===== config.mk =====
export PLATFORM = sky130hd
export DESIGN_NAME = dcp_delay
export DESIGN_NICKNAME = d
export VERILOG_FILES = /design/src/rtl/core/dcp_pkg.sv /design/src/rtl/core/dcp_delay.sv
export SDC_FILE = /design/constraint.sdc
export NUM_CORES = 1
export LEC_CHECK = 0
export BUFFER_PORTS_ARGS = -buffer_cell sky130_fd_sc_hd__buf_2
export CORE_MARGIN = 10
export CORE_UTILIZATION = 40
export CTS_CLUSTER_SIZE = 30
export DETAILED_ROUTE_END_ITERATION = 8
export GPL_TIMING_DRIVEN = 1
export SLEW_MARGIN = 20
export SYNTH_ARGS = -nofsm -noshare
export SYNTH_HDL_FRONTEND = slang
export SYNTH_SLANG_ARGS = --single-unit

===== constraint.sdc =====
create_clock -name clk_i -period 1.5 [get_ports clk_i]
set_clock_uncertainty 0.2 [all_clocks]
set_input_delay 0.075 -clock clk_i [delete_from_list [all_inputs] [get_ports clk_i]]
set_output_delay 0.075 -clock clk_i [all_outputs]
set_load 0.03 [all_outputs]

===== src/rtl/core/dcp_pkg.sv =====
// ----------------------------------------------------------------------------
// dcp_pkg
// Shared widths, step counts and sideband types of the distance constraint
// projection pipeline.
// ----------------------------------------------------------------------------
package dcp_pkg;

  localparam int unsigned PosW      = 32;
  localparam int unsigned RestW     = 31;
  localparam int unsigned StiffW    = 17;
  localparam int unsigned DiffW     = 33;
  localparam int unsigned RadW      = 66;
  localparam int unsigned LenW      = 33;
  localparam int unsigned QuoW      = 31;
  localparam int unsigned SqrtSteps = 33;
  localparam int unsigned DivSteps  = 31;

  localparam logic [StiffW-1:0] StiffReset = 17'd65536;

  typedef struct packed {
    logic [PosW-1:0] x1;
    logic [PosW-1:0] y1;
    logic [PosW-1:0] x2;
    logic [PosW-1:0] y2;
  } pos_t;

  // travels beside the root unit
  typedef struct packed {
    pos_t             pos;
    logic [RestW-1:0] rest;
    logic             pin1;
    logic             pin2;
    logic             negx;
    logic             negy;
    logic [DiffW-1:0] ax;
    logic [DiffW-1:0] ay;
  } side1_t;

  // travels beside the dividers
  typedef struct packed {
    pos_t             pos;
    logic [RestW-1:0] rest;
    logic             pin1;
    logic             pin2;
    logic             negx;
    logic             negy;
    logic [LenW-1:0]  len;
  } side2_t;

  // tail of the pipeline after the dividers
  typedef struct packed {
    pos_t            pos;
    logic            pin1;
    logic            pin2;
    logic            deg;
    logic            negx;
    logic            negy;
    logic [QuoW-1:0] ux;
    logic [QuoW-1:0] uy;
  } tail_t;

endpackage


===== src/rtl/core/dcp_delay.sv =====
// ----------------------------------------------------------------------------
// dcp_delay
// Fixed-depth shift line that keeps sideband data aligned with a unit.
// ----------------------------------------------------------------------------
module dcp_delay
  import dcp_pkg::*;
#(
  parameter int unsigned W     = PosW,
  parameter int unsigned DEPTH = SqrtSteps
) (
  input  logic         clk_i,
  input  logic [W-1:0] d_i,
  output logic [W-1:0] q_o
);

  logic [W-1:0] line_q [DEPTH];

  always_ff @(posedge clk_i) begin
    line_q[0] <= d_i;
  end

  for (genvar g = 1; g < DEPTH; g++) begin : g_tap
    always_ff @(posedge clk_i) begin
      line_q[g] <= line_q[g-1];
    end
  end

  assign q_o = line_q[DEPTH-1];

endmodule


== Word-level counts from Yosys, hierarchy flattened ==
Memory sizes are Yosys's and may differ from the RTL's.
Cells that the tools add are included.
Operators by class
  $add $sub $neg: 0
  multipliers: 0
  divide/modulo/power cells: 0
  order comparisons: 0
  eq/ne operators: 0
  shift operators: 0
  muxes and demuxes: 0
  bitwise gates (word level): 0
  reduce and logical (&&, ||, !) cells: 0
Word-level totals
  register bits after elaboration: 0
  bits in latches: 0
  memory bits (writable): 1056
  memory bits (read-only): 0
  input port bits: 33
  logic and storage cells: 1
  memories kept: 1
Memory list
  line_q: words 33, bits a word 32, read ports 33, clocked after Yosys merged registers in 0, write ports 33, line dcp_delay.sv:16  | logic [W-1:0] line_q [DEPTH];

== Logic depth before layout (Yosys ltp) ==
  depth in word-level cells: 0
  depth in mapped cells: 0

== Worst setup path after synthesis ==
No wires, ideal clock.
  path type: reg-to-output
  start: memory line_q[32][0] (netlist name)
  end: output port q_o[0]
  arrival: 0.459 ns
  required time: 1.225 ns
  path slack: 0.766 ns
  stages on the path, launching flop included: 1
  path buffers: 0
  cell sequence: dfxtp_1
RTL lines
  start: declaration: line dcp_delay.sv:16
  end: declaration: line dcp_delay.sv:13  | output logic [W-1:0] q_o

==> run metrics <==
Final TNS setup=0 ns; Synth Register Bits=1056; Distinct cells, synth=1; # fillers=4278; Rel. slew slack=89.0%; switch share=a little under a fifth; placed cell area=about 22000 um2; Final Max Tran Viols=0; Inserted Diodes=0; crit path kind=reg -> out; Max VDD drop=0.872 mV; crit-path cells=buf_2; dominant cells by area after synthesis=dfxtp_1; fin crit share=93.1%; Worst Tran Pin Value=0.166 ns; Final min period=1.40 ns; total grt overflow=0; Core ar.=52400 um2; Largest register FFs=1056; die area=62400 um2; die width=roughly 250 um; Ports=65; DR vias/cell=between 3 and 4; slowest stage delay, CP=between 0.3 and 0.4 ns; CTS tree=yes; internal power=43900 uW; Post-Syn Area per Cell=20.0 um2; Leakage Power=0.0110 uW; Max Cap Viol=0; worst hold slack=~0.11 ns; H-tree depth=3; gr usage total=5.56%; maximum fanout along the worst path=1; nets@finish=1314; clock latency at the later pin of the worst-skew pair=0.61 ns; cell area after synthesis=21100 um2; top cell type's share of synthesized area=100%; Synth Instances=1056; endpoint class of the critical path=output pin; crit path DAT=between 1 and 1.5 ns; switching power=9750 uW; first-pass GRT wire length=28.9 mm; die height=250 um; Antenna Nets Post-Route=0; 1st-iter DRT viols=244; total clock sinks=around 1100; register with the most flip-flops=line_q; initial antenna violation count=0; register area=21100 um2; Initial Utilization=between 40% and 50%; Pwr Total=53700 uW; vias in the first global route=~7000; hold crit path type=reg -> reg; Cell Rows=84; area occupied by multi-input gates=0 um2; layout cells sized above 1=16.2%; layout overhead on the synthesized area=23.7%; final setup fails=0; sequential area share after synthesis=100%; CTS Buffer Depth=3; CTS buffer count=between 90 and 100; outcome=finished, final reports clean; final instance area=26200 um2; Final Hold Viols=0; Buffers on Ports=64; clock root buffer=clkbuf_16; Startpoint Class=flip-flop; GPL Wtd Cong=0.557; combinational power share=less than 1%; wire per inst=8.14 um; CP bufs+invs=1; post-synth top area cell=dfxtp_1; fmax=716 MHz; vias post-DR=6973; Synthesis Warnings=0; RSZ-0062 raised after global routing=no; iteration count of the initial detailed-routing pass=4; number of remaining DRC errors=0; Synthesized Nets=around 1100; Req. time, crit path=between 1 and 1.5 ns; CP delay by family, top=flip-flops; Reg clk slew, reported paths=0.06 ns; Crit-path slowest cell=dfxtp_1; routed wire length=around 17 mm; Sequential Power Share=between 50% and 60%; Final Util=49.9%; DP HPWL=6.72 mm; Multi-Input Combinational=0; clock power share=43.9%; CTS resizes=0; pin count of the biggest net entering global routing=16; P per Cell Area=2050 nW/um2; largest registers=line_q: 1056 flops
## cell usage after synthesis (all sizes together)
master	n
dfxtp	1056
## per-layer routing
layer  global-route usage (%)  vias to the layer above  part of all wire (%)
met3                     2.69                       65                   8.3
met2                     8.55                      142                    44
met1                     5.31                     3048                    42
li1                         -                     3718                     -
met5                        0                        -                     0
met4                     5.54                        0                   5.5
## worst paths after layout
path,start,end,cells past startpoint,slack [ns]
hold reg to reg,line_q[15][25]$_DFF_P_,line_q[16][25]$_DFF_P_,0,0.11
hold / removal,line_q[15][25]$_DFF_P_,line_q[16][25]$_DFF_P_,0,0.11
setup / recovery,line_q[32][19]$_DFF_P_,q_o[19],1,0.10
setup reg to reg,line_q[30][29]$_DFF_P_,line_q[31][29]$_DFF_P_,0,0.88
## stage by stage
| step | setup WS (ns) | cells |
|---|---|---|
| after floorplan | 0.766 | 1056 |
| after global placement | 0.756 | 1808 |
| after detailed placement | 0.725 | 1808 |
| after CTS | 0.0393 | 2046 |
| after global routing | 0.0392 | 2046 |
| final | 0.104 | 2046 |
## logic make-up after synthesis
logic type  Yosys count  synth area share [%]
DFF                1056                   100
## placed cells by master (no fill, tap or decap)
cell,n
clkinvlp_4,3
dlygate4sd3_1,64
clkinv_2,22
buf_2,64
clkbuf_16,98
bufinv_16,6
dfxtp_1,1056
clkbuf_8,24
inv_6,2
clkinv_8,1
clkbuf_1,18
## power groups by stage
stage | logic, uW | clock network, uW | registers, uW
3_5_place_dp | 182 | 0 | 30500
5_1_grt | 329 | 25700 | 30000
2_1_floorplan | 0 | 0 | 30500
4_1_cts | 307 | 24500 | 29800
3_3_place_gp | 179 | 0 | 30400
6_report | 307 | 23500 | 29800
## what timing repair did
action | CTS | global route
buffers inserted | 0 | 0
endpoints found under the hold margin | 32 | 0
hold buffers | 64 | 0
## area by class of cell
type	instances	share of cell area, %
Clock buffer	140	10.9
Clock inverter	34	1.32
Tap cell	688	3.29
Sequential cell	1056	80.8
Timing Repair Buffer	128	3.67
No activity file was read; power rests on OpenSTA's default activity.
