### config.mk
export PLATFORM = sky130hd
export DESIGN_NAME = dcp_div
export DESIGN_NICKNAME = d
export VERILOG_FILES = /design/src/rtl/core/dcp_pkg.sv /design/src/rtl/core/dcp_div.sv
export SDC_FILE = /design/constraint.sdc
export NUM_CORES = 2
export LEC_CHECK = 0
export BUFFER_PORTS_ARGS = -buffer_cell sky130_fd_sc_hd__buf_2
export CAP_MARGIN = 0
export CORE_UTILIZATION = 57
export CTS_CLUSTER_DIAMETER = 120
export DETAILED_ROUTE_END_ITERATION = 8
export MAX_ROUTING_LAYER = met4
export PLACE_DENSITY = 0.83
export SLEW_MARGIN = 20
export SYNTH_ARGS = -nofsm -noshare
export SYNTH_HDL_FRONTEND = slang
export SYNTH_SLANG_ARGS = --single-unit
### constraint.sdc
create_clock -name clk_i -period 3.61 [get_ports clk_i]
set_clock_uncertainty 0.05 [all_clocks]
set_input_delay 0 -clock clk_i [delete_from_list [all_inputs] [get_ports clk_i]]
set_output_delay 0 -clock clk_i [all_outputs]
set_load 0.02 [all_outputs]
### src/rtl/core/dcp_pkg.sv
// ----------------------------------------------------------------------------
// dcp_pkg
// Shared widths, step counts and sideband types of the distance constraint
// projection pipeline.
// ----------------------------------------------------------------------------
package dcp_pkg;

  localparam int unsigned PosW      = 32;
  localparam int unsigned RestW     = 31;
  localparam int unsigned StiffW    = 17;
  localparam int unsigned DiffW     = 33;
  localparam int unsigned RadW      = 66;
  localparam int unsigned LenW      = 33;
  localparam int unsigned QuoW      = 31;
  localparam int unsigned SqrtSteps = 33;
  localparam int unsigned DivSteps  = 31;

  localparam logic [StiffW-1:0] StiffReset = 17'd65536;

  typedef struct packed {
    logic [PosW-1:0] x1;
    logic [PosW-1:0] y1;
    logic [PosW-1:0] x2;
    logic [PosW-1:0] y2;
  } pos_t;

  // travels beside the root unit
  typedef struct packed {
    pos_t             pos;
    logic [RestW-1:0] rest;
    logic             pin1;
    logic             pin2;
    logic             negx;
    logic             negy;
    logic [DiffW-1:0] ax;
    logic [DiffW-1:0] ay;
  } side1_t;

  // travels beside the dividers
  typedef struct packed {
    pos_t             pos;
    logic [RestW-1:0] rest;
    logic             pin1;
    logic             pin2;
    logic             negx;
    logic             negy;
    logic [LenW-1:0]  len;
  } side2_t;

  // tail of the pipeline after the dividers
  typedef struct packed {
    pos_t            pos;
    logic            pin1;
    logic            pin2;
    logic            deg;
    logic            negx;
    logic            negy;
    logic [QuoW-1:0] ux;
    logic [QuoW-1:0] uy;
  } tail_t;

endpackage

### src/rtl/core/dcp_div.sv
// ----------------------------------------------------------------------------
// dcp_div
// Pipelined restoring divider for the unit vector: (num << 30) / den,
// one quotient bit per register stage. Needs num <= den.
// ----------------------------------------------------------------------------
module dcp_div
  import dcp_pkg::*;
(
  input  logic             clk_i,
  input  logic             rst_ni,
  input  logic             valid_i,
  input  logic [DiffW-1:0] num_i,
  input  logic [LenW-1:0]  den_i,
  output logic             valid_o,
  output logic [QuoW-1:0]  quo_o
);

  localparam int unsigned CurW = LenW + 1;

  logic [LenW-1:0] rem_q [DivSteps];
  logic [QuoW-1:0] bit_q [DivSteps];
  logic [LenW-1:0] den_q [DivSteps];
  logic [QuoW-1:0] quo_q [DivSteps];
  logic            vld_q [DivSteps];

  for (genvar g = 0; g < DivSteps; g++) begin : g_step
    logic [LenW-1:0] rem_in;
    logic [QuoW-1:0] bit_in;
    logic [LenW-1:0] den_in;
    logic [QuoW-1:0] quo_in;
    logic            vin;
    logic [CurW-1:0] cur;
    logic [CurW-1:0] sub;
    logic            ge;

    if (g == 0) begin : g_first
      // upper dividend bits give num >> 1, already below den
      assign rem_in = {1'b0, num_i[DiffW-1:1]};
      assign bit_in = {num_i[0], {(QuoW-1){1'b0}}};
      assign den_in = den_i;
      assign quo_in = '0;
      assign vin    = valid_i;
    end else begin : g_next
      assign rem_in = rem_q[g-1];
      assign bit_in = bit_q[g-1];
      assign den_in = den_q[g-1];
      assign quo_in = quo_q[g-1];
      assign vin    = vld_q[g-1];
    end

    assign cur = {rem_in, bit_in[QuoW-1]};
    assign sub = cur - {1'b0, den_in};
    assign ge  = (cur >= {1'b0, den_in});

    always_ff @(posedge clk_i or negedge rst_ni) begin
      if (!rst_ni) begin
        vld_q[g] <= 1'b0;
      end else begin
        vld_q[g] <= vin;
      end
    end

    always_ff @(posedge clk_i) begin
      rem_q[g] <= ge ? sub[LenW-1:0] : cur[LenW-1:0];
      bit_q[g] <= {bit_in[QuoW-2:0], 1'b0};
      den_q[g] <= den_in;
      quo_q[g] <= {quo_in[QuoW-2:0], ge};
    end
  end

  assign valid_o = vld_q[DivSteps-1];
  assign quo_o   = quo_q[DivSteps-1];

endmodule

Word-level counts from Yosys, hierarchy flattened
Memories as Yosys holds them, arrays and structs flattened.
Cells that the tools add are included.
{"block": "op_classes", "addsub": 31, "muxes": 31, "magnitude_cmp": 31}
{"cell": "$mux 33", "count": 31}
{"cell": "$sub 33x33->33", "count": 31}
{"cell": "$ge 34x33->1", "count": 30}
{"cell": "$ge 33x33->1", "count": 1}
{"block": "word_totals", "ram_bits": 3937, "wordCells": 128, "out_inout_bits": 32, "ff_bits": 31, "memories": 4, "in_bits": 69}
{"name": "den_q", "depth": 31, "width": 33, "rd": 30, "rd_clocked_by_memory_dff": 0, "wr": 31, "line": "dcp_div.sv:22", "source": "logic [LenW-1:0] den_q [DivSteps];"}
{"name": "rem_q", "depth": 31, "width": 33, "rd": 30, "rd_clocked_by_memory_dff": 0, "wr": 31, "line": "dcp_div.sv:20", "source": "logic [LenW-1:0] rem_q [DivSteps];"}
{"name": "quo_q", "depth": 31, "width": 31, "rd": 31, "rd_clocked_by_memory_dff": 0, "wr": 31, "line": "dcp_div.sv:23", "source": "logic [QuoW-1:0] quo_q [DivSteps];"}
{"name": "bit_q", "depth": 31, "width": 30, "rd": 30, "rd_clocked_by_memory_dff": 0, "wr": 31, "line": "dcp_div.sv:21", "source": "logic [QuoW-1:0] bit_q [DivSteps];"}

Longest topological paths before layout
An unclocked memory read counts as a cell.
{"block": "depth", "ltp_word": 3, "ltp_mapped": 16, "depth_no_buf": 14}

Worst setup path before layout
OpenSTA, ideal clock, no wires.
{"block": "synth_timing", "path_kind": "reg-to-reg", "from": "mem rem_q[12][0], in the netlist rem_q[3][0]", "to": "mem rem_q[13][7], in the netlist rem_q[3][40]", "t_arrival_ns": 3.287, "setup_ns": 0.121, "stages_incl_launch_ff": 14, "slack_ns": 0.153, "t_required_ns": 3.439, "period_less_slack_ns": 3.457, "cell_sequence": "dfxtp_1 inv_1 fa_1 nor2b_1 o2111ai_1 and3_1 o31a_1 o21ai_0 nand4_1 nor4_1 o21ai_0 a31oi_2 buf_2 mux2_2"}
{"element": "start, declared", "line": "dcp_div.sv:20"}

==> flow_metrics.tcl <==
set metrics [dict create \
    final.period_utilization_pct 110.0 \
    place_congestion 0.9790 \
    wl_met3_microns 17240 \
    layout_common_cells "2,452 x dfxtp_1, 1,283 x inv_1, 1,041 x a21oi_1" \
    globalRouteOverflowTotal 0 \
    rsz0062_at_grt "yes" \
    layout.nets 13877 \
    synth.distinct_cells 95 \
    netlist.area_leader.share_pct 43.52 \
    grt_pass1_wl_microns 460400 \
    numPortBuffers 100 \
    first_pass_iters 8 \
    worst_pin_slew_ps 918.8 \
    setup_ws_ps -360.4 \
    final_antenna_net_count 0 \
    synth_nets 13328 \
    powerDensity_nw_per_um2 1090 \
    slew_headroom_pct 38.18 \
    setup_viol 21 \
    fmax_mhz 251.9 \
    synth_edf_count 0 \
    endpoint_kind "register" \
    ys_seq_elements 2507 \
    violations "negative setup slack" \
    die_height_microns 449.0 \
    status "finished, violations left" \
    vias_per_cell 5.814 \
    die_area_sq_um 201600 \
    num_rows 163 \
    drt_iter0_drc 7188 \
    drive_gt1_share_pct 11.67 \
    n_fill_cell 14131 \
    synth_top_area_cell "dfxtp_1" \
    initial_core_util_pct 57.57 \
    synthArstFlopShare_pct 1.237 \
    hp-class "in -> async" \
    htree_levels 4 \
    layout_min_cycle_time_ps 3970 \
    crit_required_ps 4230 \
    clk_pin_slew_ps 60 \
    grt_max_degree 56 \
    critical_path_class "in -> reg" \
    syn_area_sq_um 113900 \
    finalPower_mw 142.9 \
    fin_setup_tns_ps -1317 \
    track_usage_pct 28.49 \
    design_area_sq_um 131100 \
    seq_area_frac_synth_pct 44.20 \
    insertion_delay_ps 920 \
    hold_viol_final 0 \
    cts_made_buffers 237 \
    drc 0 \
    wire_per_inst_microns 19.10 \
    ys.flop_type "dfxtp_1" \
    ys_warn_count 0 \
    whs_ps 93.92 \
    drv_slew 0 \
    chipWidth_microns 449.0 \
    dp_hpwl_microns 201100 \
    routed_wl_microns 298300 \
    tritoncts "done" \
    top_layer_used "met4" \
    dpl-instance-area_sq_um 119100 \
    critPathLaunchType "primary input" \
    final_common_cell "dfxtp_1" \
    max-vdd-ir-drop_v 0.0006329 \
    route.layer.met1.wl_microns 115900 \
    coreArea_sq_um 197800 \
    grt_pass1_vias 88808 \
    area_growth_pct 15.13 \
    crit_fanout 6 \
    leakage_nw 61.05 \
    avgSynthCellArea_sq_um 9.330 \
    cts_buffer_depth 3 \
    arrival_ps 4590 \
    wl_met2_microns 146600 \
    syn_inst 12207 \
    cts.sinks 2507 \
    yosys-top-cells-area "dfxtp_1 44%, ha_1 11%, a21oi_1 4.7%, inv_1 4.2%, xnor2_1 3.9%" \
    grt_antenna_before_repair 4 \
    via_count 90794 \
    cap_violations 0 \
    cts_root_buf "clkbuf_16" \
    ios 101 \
    post-place-ws_ps -79.06 \
]
## report_power, final
| group | switching (mW) | total (mW) | internal [mW] |
|---|---|---|---|
| Sequential | 6.23 | 43.7 | 37.4 |
| Clock | 11.3 | 26.8 | 15.5 |
| Combinational | 39.2 | 72.4 | 33.2 |
## synth_stat cells, types with 177 or more instances
library cell,n
dfxtp_1,2476
inv_1,1285
a21oi_1,1066
ha_1,1022
nand2_1,780
o21ai_0,773
nor2_1,729
a21o_1,517
xnor2_1,510
mux2_2,374
xor2_1,338
clkbuf_1,216
nand3_1,177
## worst max-delay path, stage by stage
cell	delay, ps
dlygate4sd3_1	530
buf_2	120
dlygate4sd3_1	610
ha_1	270
nor2b_2	190
o31ai_2	100
a31oi_2	230
o21ai_0	120
buf_4	170
o31ai_4	250
a22oi_1	170
a21o_1	230
a21oi_4	250
a21oi_2	180
buf_4	210
buf_4	140
o41ai_1	790
## final cells by class
type                            count  area, sq um  share of cell area, %
Antenna cell                       12        30.03                0.02290
Sequential cell                  2507        50380                  38.42
Inverter                         1287         4831                  3.684
Tap cell                         2640         3303                  2.519
Clock buffer                      326         6695                  5.106
Multi-Input combinational cell   8150        58930                  44.94
Timing Repair Buffer              573         5080                  3.874
Clock inverter                    121         1886                  1.438
## timing repair
item                                    CTS  global route
endpoints found under the hold margin    99             0
pin swaps                                10            88
resized for setup                        45           262
endpoints found under the setup margin  223           642
gates cloned                              3            13
setup buffers                             6            52
hold buffers                            141             0
## final timing paths
check | startpoint | endpoint | slack, ps | cells past startpoint
setup / recovery | den_i[0] | rem_q[0][20] | -360 | 17
hold / removal | rst_ni | g_step[29].vin | 90 | 4
setup reg to reg | den_q[0][2] | rem_q[0][63] | -190 | 14
hold reg to reg | quo_q[8][0] | quo_q[9][1] | 220 | 0
max in group asynchronous | rst_ni | g_step[1].vin | 3190 | 4
min in group clk_i | num_i[25] | rem_q[0][25] | 170 | 4
## stage by stage
step,util [%],instances
after floorplan,-,12207
after global placement,60.21,14942
after detailed placement,60.21,14942
after CTS,65.41,15539
after global routing,66.28,15615
final,66.29,15616
## sequential cells by signal, summed over array words and instances, names as in the netlist
signal / count
g_step.vin: 30
valid_o: 1
quo_q: 496
rem_q: 990
den_q: 990
## layer usage
layer	GRT usage (%)	vias to the layer above
li1	-	43277
met1	31.85	42345
met2	49.55	3841
met3	3.779	1331
met4	14.58	0
met5	-	-
## kinds of logic (layout without fill, tap and decap cells)
logic type,Yosys count,in the layout,share of synthesized area [%]
AO/OA/AOI/OAI,3280,3281,17.89
XOR/XNOR,848,848,6.521
adder cells (fa/ha/maj),1052,1052,11.75
buffers and inverters,1551,2307,5.171
flip-flops,2507,2507,44.20
multiplexers,391,391,3.856
other,0,12,0
AND/OR/NAND/NOR,2578,2578,10.60
(Power assumes the default switching activity.)
