## src/rtl/core/dcp_pkg.sv

```systemverilog
// ----------------------------------------------------------------------------
// dcp_pkg
// Shared widths, step counts and sideband types of the distance constraint
// projection pipeline.
// ----------------------------------------------------------------------------
package dcp_pkg;

  localparam int unsigned PosW      = 32;
  localparam int unsigned RestW     = 31;
  localparam int unsigned StiffW    = 17;
  localparam int unsigned DiffW     = 33;
  localparam int unsigned RadW      = 66;
  localparam int unsigned LenW      = 33;
  localparam int unsigned QuoW      = 31;
  localparam int unsigned SqrtSteps = 33;
  localparam int unsigned DivSteps  = 31;

  localparam logic [StiffW-1:0] StiffReset = 17'd65536;

  typedef struct packed {
    logic [PosW-1:0] x1;
    logic [PosW-1:0] y1;
    logic [PosW-1:0] x2;
    logic [PosW-1:0] y2;
  } pos_t;

  // travels beside the root unit
  typedef struct packed {
    pos_t             pos;
    logic [RestW-1:0] rest;
    logic             pin1;
    logic             pin2;
    logic             negx;
    logic             negy;
    logic [DiffW-1:0] ax;
    logic [DiffW-1:0] ay;
  } side1_t;

  // travels beside the dividers
  typedef struct packed {
    pos_t             pos;
    logic [RestW-1:0] rest;
    logic             pin1;
    logic             pin2;
    logic             negx;
    logic             negy;
    logic [LenW-1:0]  len;
  } side2_t;

  // tail of the pipeline after the dividers
  typedef struct packed {
    pos_t            pos;
    logic            pin1;
    logic            pin2;
    logic            deg;
    logic            negx;
    logic            negy;
    logic [QuoW-1:0] ux;
    logic [QuoW-1:0] uy;
  } tail_t;

endpackage

```

## src/rtl/core/dcp_isqrt.sv

```systemverilog
// ----------------------------------------------------------------------------
// dcp_isqrt
// Pipelined integer square root, one root bit per register stage.
// ----------------------------------------------------------------------------
module dcp_isqrt
  import dcp_pkg::*;
(
  input  logic            clk_i,
  input  logic            rst_ni,
  input  logic            valid_i,
  input  logic [RadW-1:0] rad_i,
  output logic            valid_o,
  output logic [LenW-1:0] root_o
);

  localparam int unsigned RemW = LenW + 3;

  logic [RemW-1:0] rem_q  [SqrtSteps];
  logic [LenW-1:0] root_q [SqrtSteps];
  logic [RadW-1:0] op_q   [SqrtSteps];
  logic            vld_q  [SqrtSteps];

  for (genvar g = 0; g < SqrtSteps; g++) begin : g_step
    logic [RemW-1:0] rem_in;
    logic [LenW-1:0] root_in;
    logic [RadW-1:0] op_in;
    logic            vin;
    logic [RemW-1:0] cur;
    logic [RemW-1:0] trial;
    logic            ge;

    if (g == 0) begin : g_first
      assign rem_in  = '0;
      assign root_in = '0;
      assign op_in   = rad_i;
      assign vin     = valid_i;
    end else begin : g_next
      assign rem_in  = rem_q[g-1];
      assign root_in = root_q[g-1];
      assign op_in   = op_q[g-1];
      assign vin     = vld_q[g-1];
    end

    // bring down the next two radicand bits, try root*4+1
    assign cur   = {rem_in[RemW-3:0], op_in[RadW-1 -: 2]};
    assign trial = {{(RemW-LenW-2){1'b0}}, root_in, 2'b01};
    assign ge    = (cur >= trial);

    always_ff @(posedge clk_i or negedge rst_ni) begin
      if (!rst_ni) begin
        vld_q[g] <= 1'b0;
      end else begin
        vld_q[g] <= vin;
      end
    end

    always_ff @(posedge clk_i) begin
      rem_q[g]  <= ge ? (cur - trial) : cur;
      root_q[g] <= {root_in[LenW-2:0], ge};
      op_q[g]   <= {op_in[RadW-3:0], 2'b00};
    end
  end

  assign valid_o = vld_q[SqrtSteps-1];
  assign root_o  = root_q[SqrtSteps-1];

endmodule

```

## config.mk

```make
export PLATFORM = sky130hd
export DESIGN_NAME = dcp_isqrt
export DESIGN_NICKNAME = d
export VERILOG_FILES = /design/src/rtl/core/dcp_pkg.sv /design/src/rtl/core/dcp_isqrt.sv
export SDC_FILE = /design/constraint.sdc
export NUM_CORES = 2
export LEC_CHECK = 0
export BUFFER_PORTS_ARGS = -buffer_cell sky130_fd_sc_hd__buf_2
export CAP_MARGIN = 20
export CORE_ASPECT_RATIO = 0.6
export CORE_UTILIZATION = 62
export DETAILED_ROUTE_END_ITERATION = 8
export GPL_ROUTABILITY_DRIVEN = 0
export HOLD_SLACK_MARGIN = 0.06
export PLACE_DENSITY = 0.74
export RECOVER_POWER = 25
export SYNTH_ARGS = -nofsm -noshare
export SYNTH_HDL_FRONTEND = slang
export SYNTH_MEMORY_MAX_BITS = 65536
export SYNTH_SLANG_ARGS = --single-unit
```

## constraint.sdc

```tcl
create_clock -name clk_i -period 3.8 [get_ports clk_i]
set_clock_uncertainty 0.15 [all_clocks]
set_input_delay 0.38 -clock clk_i [delete_from_list [all_inputs] [get_ports clk_i]]
set_output_delay 0.38 -clock clk_i [all_outputs]
set_load 0.05 [all_outputs]
```

# --- Yosys cells after proc, flatten, opt, wreduce, memory -nomap -nowiden ---
# Memory sizes are Yosys's and may differ from the RTL's.
# Cells that the tools add are included.
classes:
  add_sub_neg: 33
  n_lt_le_gt_ge: 33
  n_mux: 33
ops:
  columns: ["operator", "n"]
  rows:
  - ["2-to-1 mux 36 bit", 33]
  - ["greater-or-equal comparator 36 x 35 -> 1 bit", 32]
  - ["subtractor 36 x 35 -> 36 bit", 32]
  - ["subtractor 2 x 1 -> 3 bit (second input constant)", 1]
  - ["greater-or-equal comparator 2 x 1 -> 1 bit (second input constant)", 1]
totals:
  in_bits: 69
  ramBits: 4389
  register_bits: 33
  n_memories: 3
  output_inout_bits: 34
memory_table:
  columns: ["name", "depth", "word_bits", "read_ports", "rd_clocked_by_memory_dff", "wr", "line", "rtl"]
  rows:
  - ["op_q", 33, 64, 32, 0, 33, "dcp_isqrt.sv:20", "logic [RadW-1:0] op_q [SqrtSteps];"]
  - ["rem_q", 33, 36, 32, 0, 33, "dcp_isqrt.sv:18", "logic [RemW-1:0] rem_q [SqrtSteps];"]
  - ["root_q", 33, 33, 33, 0, 33, "dcp_isqrt.sv:19", "logic [LenW-1:0] root_q [SqrtSteps];"]

# --- Longest topological paths before layout ---
# An unclocked memory read counts as a cell.
depth:
  word_depth: 3
  depth_mapped: 14
  ltp_nobuf: 12

# --- Least setup slack after synthesis ---
# OpenSTA, ideal clock, no wires.
synth_path:
  kind: "register to register"
  from: "memory rem_q[0][456] in the netlist's numbering"
  to: "memory rem_q[0][476] in the netlist's numbering"
  t_arrival_ns: 2.974
  required_time_ns: 3.529
  path_stages_with_launch: 9
  synth_period_minus_slack_ns: 3.245
  setup_slack_ns: 0.555
  path_cell_list: "dfxtp_1 or4_1 or3_1 or3_1 nor4_1 nand3_1 nor2_1 buf_2 mux2_2"
synth_lines:
  columns: ["item", "line"]
  rows:
  - ["start, declared", "dcp_isqrt.sv:18"]

==> run_results.csv <==
group,metric,value,unit
status,status,"finished, final reports clean",
clock_tree,clock_path_buffers,4,
sta,finalMaxSlewViolations,0,
sta,slew_headroom,0.216,
global_route,overflow,0,
drt,num_vias,71000,
cells_and_area,layout_commonest_cell,"dfxtp_1",
pwr,total_leakage_power,0.0523,µW
worst_setup_path,crit_required,4370,ps
hold_path,worstHoldEndpoint,"op_q[0][140]",
cells_and_area,area_growth_syn_to_layout,13.1,%
worst_setup_path,cp_max_fo,4,
cells_and_area,finalNetCount,10800,
sta,post-route-period-util,0.959,
sta,fin_crit,3640,ps
drt,routed_wl,241000,µm
floorplan,rows,112,
global_route,antenna_found_initial,5,
drt,antenna_left,0,
floorplan,io_pins,103,
floorplan,start_util,0.629,
logic_synthesis,synth_cell_type_count,92,
sta,fin_hold_ws,112,ps
global_route,met3_usage,0.0737,
pwr,ir_worst_vdd,547,µV
sta,setup_tns,0,ps
logic_synthesis,yosys_warnings,0,
worst_setup_path,start_kind,"register",
drt,wl_per_cell,19.5,µm
logic_synthesis,ys.flop_type,"dfxtp_1",
logic_synthesis,syn_area,98300,µm²
clock_tree,numCtsBuffers,225,
cells_and_area,drive_gt1_frac,0.0772,
cells_and_area,final_area,111000,µm²
floorplan,die_x,516,µm
floorplan,die_h,310,µm
drt,drtPass1Iterations,9,
drt,drtIter0Drc,8170,
worst_setup_path,reg2reg_depth,11,
logic_synthesis,synth_cells,9687,
drt,vias_per_cell,5.72,
hold_path,min_path_type,"reg2reg",
worst_setup_path,worstSetupEndpointType,"register",
placed_design,place_area,102000,µm²
worst_setup_path,arrival,4220,ps
global_route,grtUsageTotal,0.296,
cells_and_area,multiInputGateArea,41000,µm²
sta,setup_violations,0,
global_route,grt_pass1_vias,66400,
logic_synthesis,synth_area_per_cell,10.1,µm²
logic_synthesis,synth_seq_cells,2687,
sta,tightest_slew,1170,ps
global_route,grt_max_degree,52,
sta,hold_viol_final,0,
clock_tree,tritoncts,"done",
cells_and_area,seq_area,54000,µm²
clock_tree,root_buffer,"clkbuf_16",
floorplan,dieArea,160000,µm²
global_route,use_met1,0.481,
clock_tree,clock_sinks,2687,
worst_setup_path,path_class,"reg2reg",
worst_setup_path,rr_endpoint,"rem_q[0][819]",
cells_and_area,final_cell_mix,"dfxtp_1 (2,653), inv_1 (736), nand2_1 (734)",
logic_synthesis,postSynth.asyncResetShare,0.0123,
logic_synthesis,synth_nets,10400,
pwr,p_per_area,666,nW/µm²
worst_setup_path,rrSetupSlack,160,ps
placed_design,dp_hpwl,178000,µm
logic_synthesis,seq_area_frac_synth,0.549,
hold_path,hold_depth,0,
global_route,grt_pass1_wl,375000,µm
hold_path,hold_start,"op_q[0][74]",
clock_tree,insertion_delay,890,ps
logic_synthesis,synth_largest_area_cell,"dfxtp_1",
clock_tree,htree_levels,4,
drt,drc,0,
logic_synthesis,synth.top_cells.by_area,"dfxtp_1 (54%), ha_1 (7.6%), xor2_1 (4.0%), xnor2_1 (3.9%), a21oi_1 (2.9%)",
logic_synthesis,synth_edf_count,0,
run,max_cap_violations,0,
sta,rsz0062_at_grt,"false",
global_route,grtUsageMet2,0.384,
logic_synthesis,synth.top_cell.area_share,0.540,
sta,fmax,274,MHz
global_route,top_usage_layer,"met1",
cells_and_area,fillCellCount,11400,
worst_setup_path,r2r-start,"root_q[21][0]",
floorplan,coreArea,156000,µm²
clock_tree,path_clk_slew,70,ps
placed_design,numPortBuffers,102,
-- report_power, final --
group,switching (µW),internal (µW)
Clock,10300,13600
Combinational,7480,5630
Sequential,4200,32800
Total,22000,52100
-- routing by layer --
layer	part of all wire	up-vias
li1	-	34100
met1	0.50	33100
met2	0.37	3340
met3	0.11	399
met4	0.019	4
met5	0.000070	-
-- layout make-up --
cell class,count,share of cell area
inverter,741,0.0250
timing repair buffer,390,0.0285
multi-input combinational,6066,0.368
antenna,14,0.000315
clock buffer,299,0.0568
tap,2109,0.0237
sequential,2687,0.485
clock inverter,98,0.0120
-- worst max path at each step --
stage,start,end,slack [ps],cells past startpoint
floorplan,rem_q[0][456],rem_q[0][476],550,8
detailed placement,root_q[29][1],rem_q[0][1113],-140,14
global placement,op_q[0][1919],rem_q[0][1113],-30,14
global route,root_q[29][1],rem_q[0][1113],10,14
finish,root_q[21][0],rem_q[0][819],160,11
CTS,root_q[29][1],rem_q[0][1113],90,14
-- timing repair --
item | in CTS | in global routing
setup buffers | 0 | 3
pin swaps | 0 | 1
hold buffers | 135 | 0
gates resized for setup | 1 | 9
hold endpoints to repair | 101 | 0
setup endpoints to repair | 1 | 13
-- cells in the mapped netlist, drive strengths merged, types with 20 or more instances --
master,n
mux2,67
nor2,552
a211oi,61
o21bai,54
nand2b,113
inv,739
and3,40
a21oi,572
a2111oi,24
xnor2,441
nand2,734
dfxtp,2654
and4,20
a21o,257
a31oi,47
xor2,448
o21a,98
or2,49
o31ai,44
ha,596
nand3b,34
dfrtp,33
and2,30
clkbuf,177
or4,64
nor2b,69
o211ai,49
nor3,260
nand4,115
nor4,109
nand3,147
or3,98
o21ai,572
-- through the flow --
step / cells / utilization / power, µW / setup slack [ps]
floorplan: 9687 / - / 45100 / 555
finish: 12400 / 0.711 / 74000 / 157
global placement: 11900 / 0.653 / 49400 / -25.2
CTS: 12400 / 0.711 / 73800 / 87.5
detailed placement: 11900 / 0.653 / 49800 / -135
global route: 12400 / 0.711 / 77200 / 11.6
-- logic make-up after synthesis --
group                      synth area share
DFF                                   0.549
and+or+nand+nor                       0.125
AOI/OAI and AO/OA                     0.127
buffers and inverters                0.0358
xor gates and xnor gates             0.0792
adders and majority gates            0.0758
muxes                               0.00839
other                             0.0000381
-- registers in the layout, indices dropped and copies added (netlist names) --
signal	count
root_q	561
op_q	1056
valid_o	1
rem_q	1037
g_step.vin	32
-- worst max-delay path, stage by stage (launching register included) --
cell	delay (ps)
dfxtp_1	470
inv_1	90
ha_1	220
or3_1	370
o22ai_1	310
o22ai_1	220
a41oi_2	360
o21a_1	240
o21ai_0	150
a21bo_2	260
a2111oi_0	540
xor2_1	140
Note: power is estimated with default switching activity, not from simulation.
